===== src/design/mlcd_pkg.sv =====
// Shared types and constants for the marker/length/CRC-8 deframer.
// No dependencies.
package mlcd_pkg;

  localparam logic [7:0] CrcPoly = 8'h8C;
  localparam logic [7:0] CrcInit = 8'h00;

  // register indexes on the configuration port
  localparam logic CfgStart = 1'b0;
  localparam logic CfgStop  = 1'b1;

  // result kinds
  localparam logic KindByte  = 1'b0;
  localparam logic KindEmpty = 1'b1;

  typedef enum logic [3:0] {
    ST_IDLE,     // waiting for a word
    ST_WRITE,    // store the new word
    ST_HUNT_RD,  // read oldest byte
    ST_HUNT,     // compare with start marker
    ST_LEN_RD,   // read length byte
    ST_LEN,      // check length
    ST_CRC_RD,   // read one payload byte
    ST_CRC,      // shift it through the CRC, one bit a cycle
    ST_STOP_RD,  // read stop byte
    ST_STOP,     // check stop byte
    ST_CHK_RD,   // read CRC byte
    ST_CHK,      // check CRC byte
    ST_OUT_RD,   // read a payload byte for output
    ST_OUT,      // hand it over
    ST_EMPTY     // empty-frame result
  } mlcd_state_e;

  // control from sequencer to CRC unit
  typedef struct packed {
    logic clear;  // reset CRC to init
    logic load;   // load shift register with byte
    logic shift;  // advance one bit
  } mlcd_crc_ctl_t;

  // one bit step of the reflected CRC-8
  function automatic logic [7:0] crc_bit(input logic [7:0] c, input logic b);
    logic [7:0] n;
    n = {1'b0, c[7:1]};
    if (c[0] ^ b) n = n ^ CrcPoly;
    return n;
  endfunction

endpackage


===== src/design/mlcd_crc.sv =====
// Bit-serial CRC-8 (reflected, poly 0x8C) with a byte shift register.
// Depends on mlcd_pkg.
module mlcd_crc
  import mlcd_pkg::*;
(
  input  logic          clk_i,
  input  logic          rst_ni,
  input  mlcd_crc_ctl_t ctl_i,
  input  logic [7:0]    byte_i,
  output logic [7:0]    crc_o
);

  logic [7:0] crc_q, crc_d, sh_q, sh_d;

  // crc update: one data bit per shift, LSB first
  always_comb begin
    crc_d = crc_q;
    sh_d  = sh_q;
    if (ctl_i.clear) crc_d = CrcInit;
    if (ctl_i.load) sh_d = byte_i;
    if (ctl_i.shift) begin
      crc_d = crc_bit(crc_q, sh_q[0]);
      sh_d  = {1'b0, sh_q[7:1]};
    end
  end

  always_ff @(posedge clk_i or negedge rst_ni) begin
    if (!rst_ni) begin
      crc_q <= CrcInit;
      sh_q  <= '0;
    end else begin
      crc_q <= crc_d;
      sh_q  <= sh_d;
    end
  end

  assign crc_o = crc_q;

endmodule


===== src/design/mlcd_ring.sv =====
// Byte ring memory: one write port, one registered read port.
// No dependencies.
module mlcd_ring #(
  parameter int AW = 6
) (
  input  logic          clk_i,
  input  logic          we_i,
  input  logic [AW-1:0] waddr_i,
  input  logic [7:0]    wdata_i,
  input  logic [AW-1:0] raddr_i,
  output logic [7:0]    rdata_o
);

  logic [7:0] mem_q [2**AW];
  logic [7:0] rdata_q;

  // write and registered read
  always_ff @(posedge clk_i) begin
    if (we_i) mem_q[waddr_i] <= wdata_i;
    rdata_q <= mem_q[raddr_i];
  end

  assign rdata_o = rdata_q;

endmodule


===== src/design/marker_length_crc8_deframer.sv =====
// Deframer top: sequencer over the byte ring and bit-serial CRC-8.
// Each payload byte checked is read over the one ring read port and fed to the CRC bit by bit.
// Throughput: one word at a time; ready is high only in IDLE.
// Reset: async active low clears head, fill, markers and state; ring undefined.
// Depends on mlcd_pkg, mlcd_ring, mlcd_crc.
module marker_length_crc8_deframer
  import mlcd_pkg::*;
#(
  parameter int STORE_DEPTH = 64
) (
  input  logic       clk_i,
  input  logic       rst_ni,
  input  logic       cfg_we_i,
  input  logic       cfg_index_i,
  input  logic [7:0] cfg_data_i,
  input  logic       in_valid_i,
  output logic       in_ready_o,
  input  logic [7:0] rx_byte_i,
  output logic       out_valid_o,
  input  logic       out_ready_i,
  output logic [7:0] payload_byte_o,
  output logic       result_kind_o,
  output logic       last_of_frame_o
);

  localparam int AW = $clog2(STORE_DEPTH);
  localparam int FW = AW + 1;
  localparam logic [8:0] MaxLen = 9'(STORE_DEPTH - 4);

  mlcd_state_e   state_q, state_d;
  logic [AW-1:0] head_q, head_d;
  logic [FW-1:0] fill_q, fill_d;
  logic [7:0]    start_q, stop_q, len_q, len_d, rx_q, rx_d;
  logic [7:0]    idx_q, idx_d;  // byte offset inside payload
  logic [2:0]    bit_q, bit_d;
  logic [7:0]    ob_q, ob_d;
  logic          ok_q, ok_d, ol_q, ol_d;
  logic          we;
  logic [AW-1:0] waddr, raddr;
  logic [7:0]    rdata, crc;
  logic [8:0]    off;
  logic [8:0]    need;
  mlcd_crc_ctl_t cctl;

  mlcd_ring #(.AW(AW)) u_ring (
    .clk_i, .we_i(we), .waddr_i(waddr), .wdata_i(rx_q),
    .raddr_i(raddr), .rdata_o(rdata)
  );

  mlcd_crc u_crc (.clk_i, .rst_ni, .ctl_i(cctl), .byte_i(rdata), .crc_o(crc));

  // ring addressing
  assign waddr = AW'((FW'(head_q) + fill_q) % FW'(STORE_DEPTH));
  assign need  = 9'd4 + 9'(len_q);

  // configuration registers
  always_ff @(posedge clk_i or negedge rst_ni) begin
    if (!rst_ni) begin
      start_q <= '0;
      stop_q  <= '0;
    end else if (cfg_we_i) begin
      if (cfg_index_i == CfgStart) start_q <= cfg_data_i;
      if (cfg_index_i == CfgStop)  stop_q  <= cfg_data_i;
    end
  end

  always_ff @(posedge clk_i or negedge rst_ni) begin
    if (!rst_ni) begin
      state_q <= ST_IDLE;
      head_q  <= '0;
      fill_q  <= '0;
      len_q   <= '0;
      idx_q   <= '0;
      bit_q   <= '0;
    end else begin
      state_q <= state_d;
      head_q  <= head_d;
      fill_q  <= fill_d;
      len_q   <= len_d;
      idx_q   <= idx_d;
      bit_q   <= bit_d;
    end
  end

  always_ff @(posedge clk_i) begin
    rx_q <= rx_d;
    ob_q <= ob_d;
    ok_q <= ok_d;
    ol_q <= ol_d;
  end

  // sequencer
  always_comb begin
    state_d = state_q;
    head_d = head_q;
    fill_d = fill_q;
    len_d = len_q;
    idx_d = idx_q;
    bit_d = bit_q;
    rx_d = rx_q;
    ob_d = ob_q;
    ok_d = ok_q;
    ol_d = ol_q;
    we = 1'b0;
    off = '0;
    cctl = '0;
    in_ready_o = 1'b0;
    out_valid_o = 1'b0;
    case (state_q)
      ST_IDLE: begin
        in_ready_o = 1'b1;
        rx_d = rx_byte_i;
        if (in_valid_i) begin
          state_d = ST_WRITE;
          if (fill_q == FW'(STORE_DEPTH)) begin
            head_d = AW'((FW'(head_q) + 1'b1) % FW'(STORE_DEPTH));
            fill_d = fill_q - 1'b1;
          end
        end
      end
      ST_WRITE: begin
        we = 1'b1;
        fill_d = fill_q + 1'b1;
        state_d = ST_HUNT_RD;
      end
      ST_HUNT_RD: begin
        off = '0;
        state_d = (fill_q == '0) ? ST_IDLE : ST_HUNT;
      end
      ST_HUNT: begin
        if (rdata != start_q) begin
          head_d = AW'((FW'(head_q) + 1'b1) % FW'(STORE_DEPTH));
          fill_d = fill_q - 1'b1;
          state_d = ST_HUNT_RD;
        end else if (fill_q <= FW'(1)) begin
          state_d = ST_IDLE;
        end else begin
          state_d = ST_LEN_RD;
        end
      end
      ST_LEN_RD: begin
        off = 9'd1;
        state_d = ST_LEN;
      end
      ST_LEN: begin
        len_d = rdata;
        idx_d = '0;
        cctl.clear = 1'b1;
        if (9'(rdata) > MaxLen) begin
          head_d = AW'((FW'(head_q) + 1'b1) % FW'(STORE_DEPTH));
          fill_d = fill_q - 1'b1;
          state_d = ST_HUNT_RD;
        end else if (9'(fill_q) < 9'd4 + 9'(rdata)) begin
          state_d = ST_IDLE;
        end else begin
          state_d = (rdata == '0) ? ST_STOP_RD : ST_CRC_RD;
        end
      end
      ST_CRC_RD: begin
        off = 9'd2 + 9'(idx_q);
        state_d = ST_CRC;
        bit_d = '0;
        ol_d = 1'b1;  // first cycle marks load
      end
      ST_CRC: begin
        if (ol_q) begin
          cctl.load = 1'b1;
          ol_d = 1'b0;
        end else begin
          cctl.shift = 1'b1;
          bit_d = bit_q + 1'b1;
          if (bit_q == 3'd7) begin
            idx_d = idx_q + 1'b1;
            state_d = (idx_q + 1'b1 == len_q) ? ST_STOP_RD : ST_CRC_RD;
          end
        end
      end
      ST_STOP_RD: begin
        off = 9'd2 + 9'(len_q);
        state_d = ST_STOP;
      end
      ST_STOP: begin
        if (rdata != stop_q) begin
          head_d = AW'((FW'(head_q) + 1'b1) % FW'(STORE_DEPTH));
          fill_d = fill_q - 1'b1;
          state_d = ST_HUNT_RD;
        end else begin
          state_d = ST_CHK_RD;
        end
      end
      ST_CHK_RD: begin
        off = 9'd3 + 9'(len_q);
        state_d = ST_CHK;
      end
      ST_CHK: begin
        idx_d = '0;
        if (rdata != crc) begin
          head_d = AW'((FW'(head_q) + 1'b1) % FW'(STORE_DEPTH));
          fill_d = fill_q - 1'b1;
          state_d = ST_HUNT_RD;
        end else begin
          state_d = (len_q == '0) ? ST_EMPTY : ST_OUT_RD;
        end
      end
      ST_OUT_RD: begin
        off = 9'd2 + 9'(idx_q);
        state_d = ST_OUT;
        ok_d = 1'b0;
      end
      ST_OUT: begin
        // latch read data once, then hold while stalled
        if (!ok_q) begin
          ob_d = rdata;
          ok_d = 1'b1;
        end else begin
          out_valid_o = 1'b1;
          if (out_ready_i) begin
            idx_d = idx_q + 1'b1;
            state_d = (idx_q + 1'b1 == len_q) ? ST_EMPTY : ST_OUT_RD;
          end
        end
      end
      ST_EMPTY: begin
        // removes the frame; emits the empty result only for length zero
        if (len_q == '0) begin
          out_valid_o = 1'b1;
          ob_d = '0;
        end
        if (len_q != '0 || out_ready_i) begin
          head_d = AW'((FW'(head_q) + 9'(need)) % 9'(STORE_DEPTH));
          fill_d = fill_q - FW'(need);
          len_d = '0;
          state_d = ST_IDLE;
        end
      end
      default: state_d = ST_IDLE;
    endcase
  end

  assign raddr = AW'((9'(head_q) + off) % 9'(STORE_DEPTH));

  assign payload_byte_o  = (state_q == ST_EMPTY) ? 8'h00 : ob_q;
  assign result_kind_o   = (state_q == ST_EMPTY) ? KindEmpty : KindByte;
  assign last_of_frame_o = (state_q == ST_EMPTY) || (idx_q + 1'b1 == len_q);

endmodule


===== config.mk =====
export PLATFORM = sky130hd
export DESIGN_NAME = marker_length_crc8_deframer
export DESIGN_NICKNAME = d
export VERILOG_FILES = /design/src/design/mlcd_pkg.sv /design/src/design/mlcd_crc.sv /design/src/design/mlcd_ring.sv /design/src/design/marker_length_crc8_deframer.sv
export SDC_FILE = /design/constraint.sdc
export NUM_CORES = 1
export LEC_CHECK = 0
export ABC_CLOCK_PERIOD_IN_PS = 11460
export BUFFER_PORTS_ARGS = -buffer_cell sky130_fd_sc_hd__buf_2
export CORE_MARGIN = 3
export CORE_UTILIZATION = 53
export CTS_BUF_LIST = sky130_fd_sc_hd__clkbuf_16
export DETAILED_ROUTE_END_ITERATION = 10
export GPL_TIMING_DRIVEN = 0
export MAX_ROUTING_LAYER = met4
export PLACE_DENSITY = 0.72
export SYNTH_ARGS = -nofsm -noshare
export SYNTH_HDL_FRONTEND = slang
export SYNTH_SLANG_ARGS = --single-unit

===== constraint.sdc =====
create_clock -name clk_i -period 11.46 [get_ports clk_i]
set_input_delay 2.292 -clock clk_i [delete_from_list [all_inputs] [get_ports clk_i]]
set_output_delay 2.292 -clock clk_i [all_outputs]
set_load 0.03 [all_outputs]

==> out/results.tsv <==
stage	metric	value	unit
finish	fin_nets	1652	
run	maxCapViolations	0	
route	dr_wl_met2	27600	um
worst_setup_path	worst_setup_path_start_kind	flip-flop	
finish	layoutNonFillerInstCount	2252	
clock_network	numCtsBuffers	59	
die	start_util	54.0	%
sta	fin_skew	0.0295	ns
synthesis	synthArstFlopShare	11.2	%
power_and_ir_drop	ir_worst_vdd	0.143	mV
finish	layout_commonest_cell	edfxtp_1	
power_and_ir_drop	pwr_density_cell	148	nW/um2
die	die-area	51500	um2
clock_network	clk_latency	0.64	ns
die	fp.coreArea	47900	um2
synthesis	synthDistinctLibCells	67	
sta	min_period	5.35	ns
die	die_w	227	um
hold_path	worst_hold_path_type	flip-flop to flip-flop	
worst_setup_path	r2r_cells	14	
route	wl	57400	um
global_routing	grt_start_max_net_pins	69	
route	ant_nets	0	
clock_network	cts_tree	done	
finish	multi_input_area	7670	um2
placement	port_buffers	33	
sta	rsz0062_at_grt	no	
placement	dp_cells	2141	
route	num_vias	13700	
die	ios	34	
hold_path	holdPathEnd	u_crc.sh_q[5]$_DFFE_PN0P_	
worst_setup_path	cp-end-kind	flip-flop	
status	status	finished, final reports clean	
route	wl_per_cell	25.5	um
synthesis	synth_cells	1476	
sta	tightest_slew	1.15	ns
sta	setup_tns	0	ns
clock_network	cts_resized	0	
sta	clock.fmax	187	MHz
placement	gp_congestion	0.882	
synthesis	synth_seq_area_share	68.7	%
synthesis	syn_area	25900	um2
clock_network	h-tree-depth	2	
worst_setup_path	path_max_fanout	10	
global_routing	gr-total-overflow	0	
synthesis	yosys_warnings	0	
route	met1Wirelength	23400	um
route	viasPerCell	6.09	
clock_network	clock_sinks	606	
die	chipHeight	227	um
sta	max-slew-margin-rel	22.6	%
sta	finalHoldViolations	0	
worst_setup_path	timing.rr.start	state_q[1]$_DFFE_PN0P_	
global_routing	grt_pass1_wl	87300	um
power_and_ir_drop	leakage	10.0	nW
synthesis	ys.flop_type	edfxtp_1	
worst_setup_path	rrSetupSlack	6.11	ns
route	first_pass_iters	5	
route	wl_met3	4720	um
placement	preCtsSetupSlack	6.16	ns
worst_setup_path	path_class	flip-flop to flip-flop	
global_routing	antenna_found_initial	0	
clock_network	ctsRootBufferMaster	clkbuf_16	
finish	mostFrequentLayoutCells	edfxtp_1 (530), mux4_2 (160), nor2_1 (104)	
die	rows	80	
sta	final.setup.worst_slack	6.11	ns
placement	hpwl	38700	um
worst_setup_path	critPathArrivalTime	5.83	ns
clock_network	clk_path_buf_depth	3	
finish	finalInstanceArea	29200	um2
finish	nFillCells	3433	
worst_setup_path	worstPathRequired	11.95	ns
finish	drive_above_1_share	22.1	%
finish	antennaDiodeCount	0	
clock_network	cts_setup_buffers	0	
placement	dpl_cell_area	27300	um2
sta	finalCritPeriodShare	46.7	%
finish	area_delta_synth_final	12.8	%
worst_setup_path	r2r_end	u_ring.rdata_o[6]$_DFF_P_	
route	drc	0	
synthesis	syn_nets	1541	
finish	regArea	17800	um2
clock_network	cts_hold_buf	0	
hold_path	worstHoldPathCells	2	
hold_path	worstHoldStart	u_crc.sh_q[5]$_DFFE_PN0P_	
route	dr.max_layer_used	met4	
sta	final_max_slew_viol_count	0	
clock_network	clkTransAtPathRegs	0.06	ns
power_and_ir_drop	total_power	0.00432	W
synthesis	synth_edf_count	530	
sta	setup_viol	0	
global_routing	grt_usage	23.8	%
global_routing	grt_pass1_vias	13900	
synthesis	synth-seq-cells	606	
route	drt-initial-drc-count	1448	
synthesis	syn-mean-instance-area	17.5	um2
[per-layer routing]
metal  track usage [%]  vias to the layer above
li1                  -                     6033
met1              32.3                     6987
met2              37.1                      603
met3              4.73                      100
met4              7.23                        0
met5                 -                        -
[worst max path at each step]
stage	from	endpoint	slack [ns]	cells after the start
final	state_q[1]$_DFFE_PN0P_	u_ring.rdata_o[6]$_DFF_P_	6.11	14
after global routing	state_q[1]$_DFFE_PN0P_	u_ring.rdata_o[6]$_DFF_P_	5.93	14
after CTS	state_q[1]$_DFFE_PN0P_	u_ring.rdata_o[6]$_DFF_P_	6.15	14
after detailed placement	state_q[1]$_DFFE_PN0P_	u_ring.rdata_o[5]$_DFF_P_	6.16	14
after global placement	state_q[2]$_DFFE_PN0P_	in_ready_o	6.16	4
after floorplan	state_q[2]$_DFFE_PN0P_	in_ready_o	6.76	3
[area by class of cell]
class	instances	area share [%]
inverters	30	0.386
multi-input cells	765	26.3
flip-flops and latches	606	60.9
well taps	615	2.63
clock buffers	59	5.05
repair buffers	50	2.11
plain buffers	75	1.15
clock inverters	52	1.55
[cell families after synthesis]
family                     count (synthesis)  synth area share, %
AOI/OAI and AO/OA                        130                 3.25
adders and majority gates                 43                 2.19
DFF                                      606                 68.7
muxes                                    214                 16.1
and+or+nand+nor                          301                 5.40
xor gates and xnor gates                  77                 2.63
buffers and inverters                    105                 1.74
[per-stage QoR]
stage | utilization [%] | hold WS [ns]
6_report | 60.9 | 0.481
5_1_grt | 60.9 | 0.514
4_1_cts | 60.9 | 0.483
3_5_place_dp | 56.9 | 0.470
3_3_place_gp | 55.9 | 0.462
2_1_floorplan | - | 0.449
[power by group]
group,switching [W],internal (W),total [W]
Combinational,0.0000133,0.0000142,0.0000275
Clock,0.000836,0.00108,0.00191
Sequential,0.00000598,0.00238,0.00238
[registers in the layout (all words and copies together), names as in the netlist]
register,flops
bit_q,3
state_q,4
idx_q,8
head_q,6
start_q,8
len_q,8
ob_q,8
ol_q,1
u_crc.crc_o,8
stop_q,8
u_crc.sh_q,8
u_ring.rdata_o,8
u_ring.mem_q,512
rx_q,8
ok_q,1
fill_q,7
[critical path: stages (launching register included)]
cell	delay, ns
dfrtp_1	0.44
buf_6	0.16
clkbuf_1	0.34
xor2_1	0.18
a21oi_1	0.08
a211oi_1	0.50
ha_1	0.27
inv_1	0.06
fa_1	0.53
clkbuf_1	0.64
clkbuf_1	0.58
mux4_2	0.44
mux4_2	0.53
mux2i_1	0.29
mux2i_1	0.13
[synthesized netlist by cell type, types with 3 or more instances]
cell type | n | area (um2)
edfxtp_1 | 530 | 15900
mux4_2 | 160 | 3600
nor2_1 | 104 | 390
nand2_1 | 86 | 323
dfrtp_1 | 68 | 1700
clkbuf_1 | 43 | 161
o21ai_0 | 43 | 215
xnor2_1 | 42 | 368
ha_1 | 39 | 488
mux2i_1 | 36 | 360
xor2_1 | 34 | 298
nand3_1 | 31 | 155
inv_1 | 30 | 113
buf_2 | 29 | 145
a21oi_1 | 25 | 125
nor2b_1 | 21 | 131
mux2_2 | 17 | 191
a22o_1 | 8 | 70.1
dfxtp_1 | 8 | 160
nor3_1 | 8 | 40.0
nand2b_1 | 7 | 43.8
o31ai_1 | 7 | 52.6
nor4_1 | 6 | 37.5
or3_1 | 6 | 37.5
a21o_1 | 5 | 37.5
a31oi_1 | 5 | 31.3
and3_1 | 5 | 31.3
nand4_1 | 5 | 31.3
a211oi_1 | 4 | 30.0
fa_1 | 4 | 80.1
a21boi_0 | 3 | 22.5
and2_1 | 3 | 18.8
nor3b_1 | 3 | 22.5
o211ai_1 | 3 | 22.5
o21a_1 | 3 | 22.5
o21bai_1 | 3 | 22.5
o2bb2ai_1 | 3 | 26.3
o41ai_1 | 3 | 26.3
or2_2 | 3 | 18.8
No activity file was read; power rests on OpenSTA's default activity.
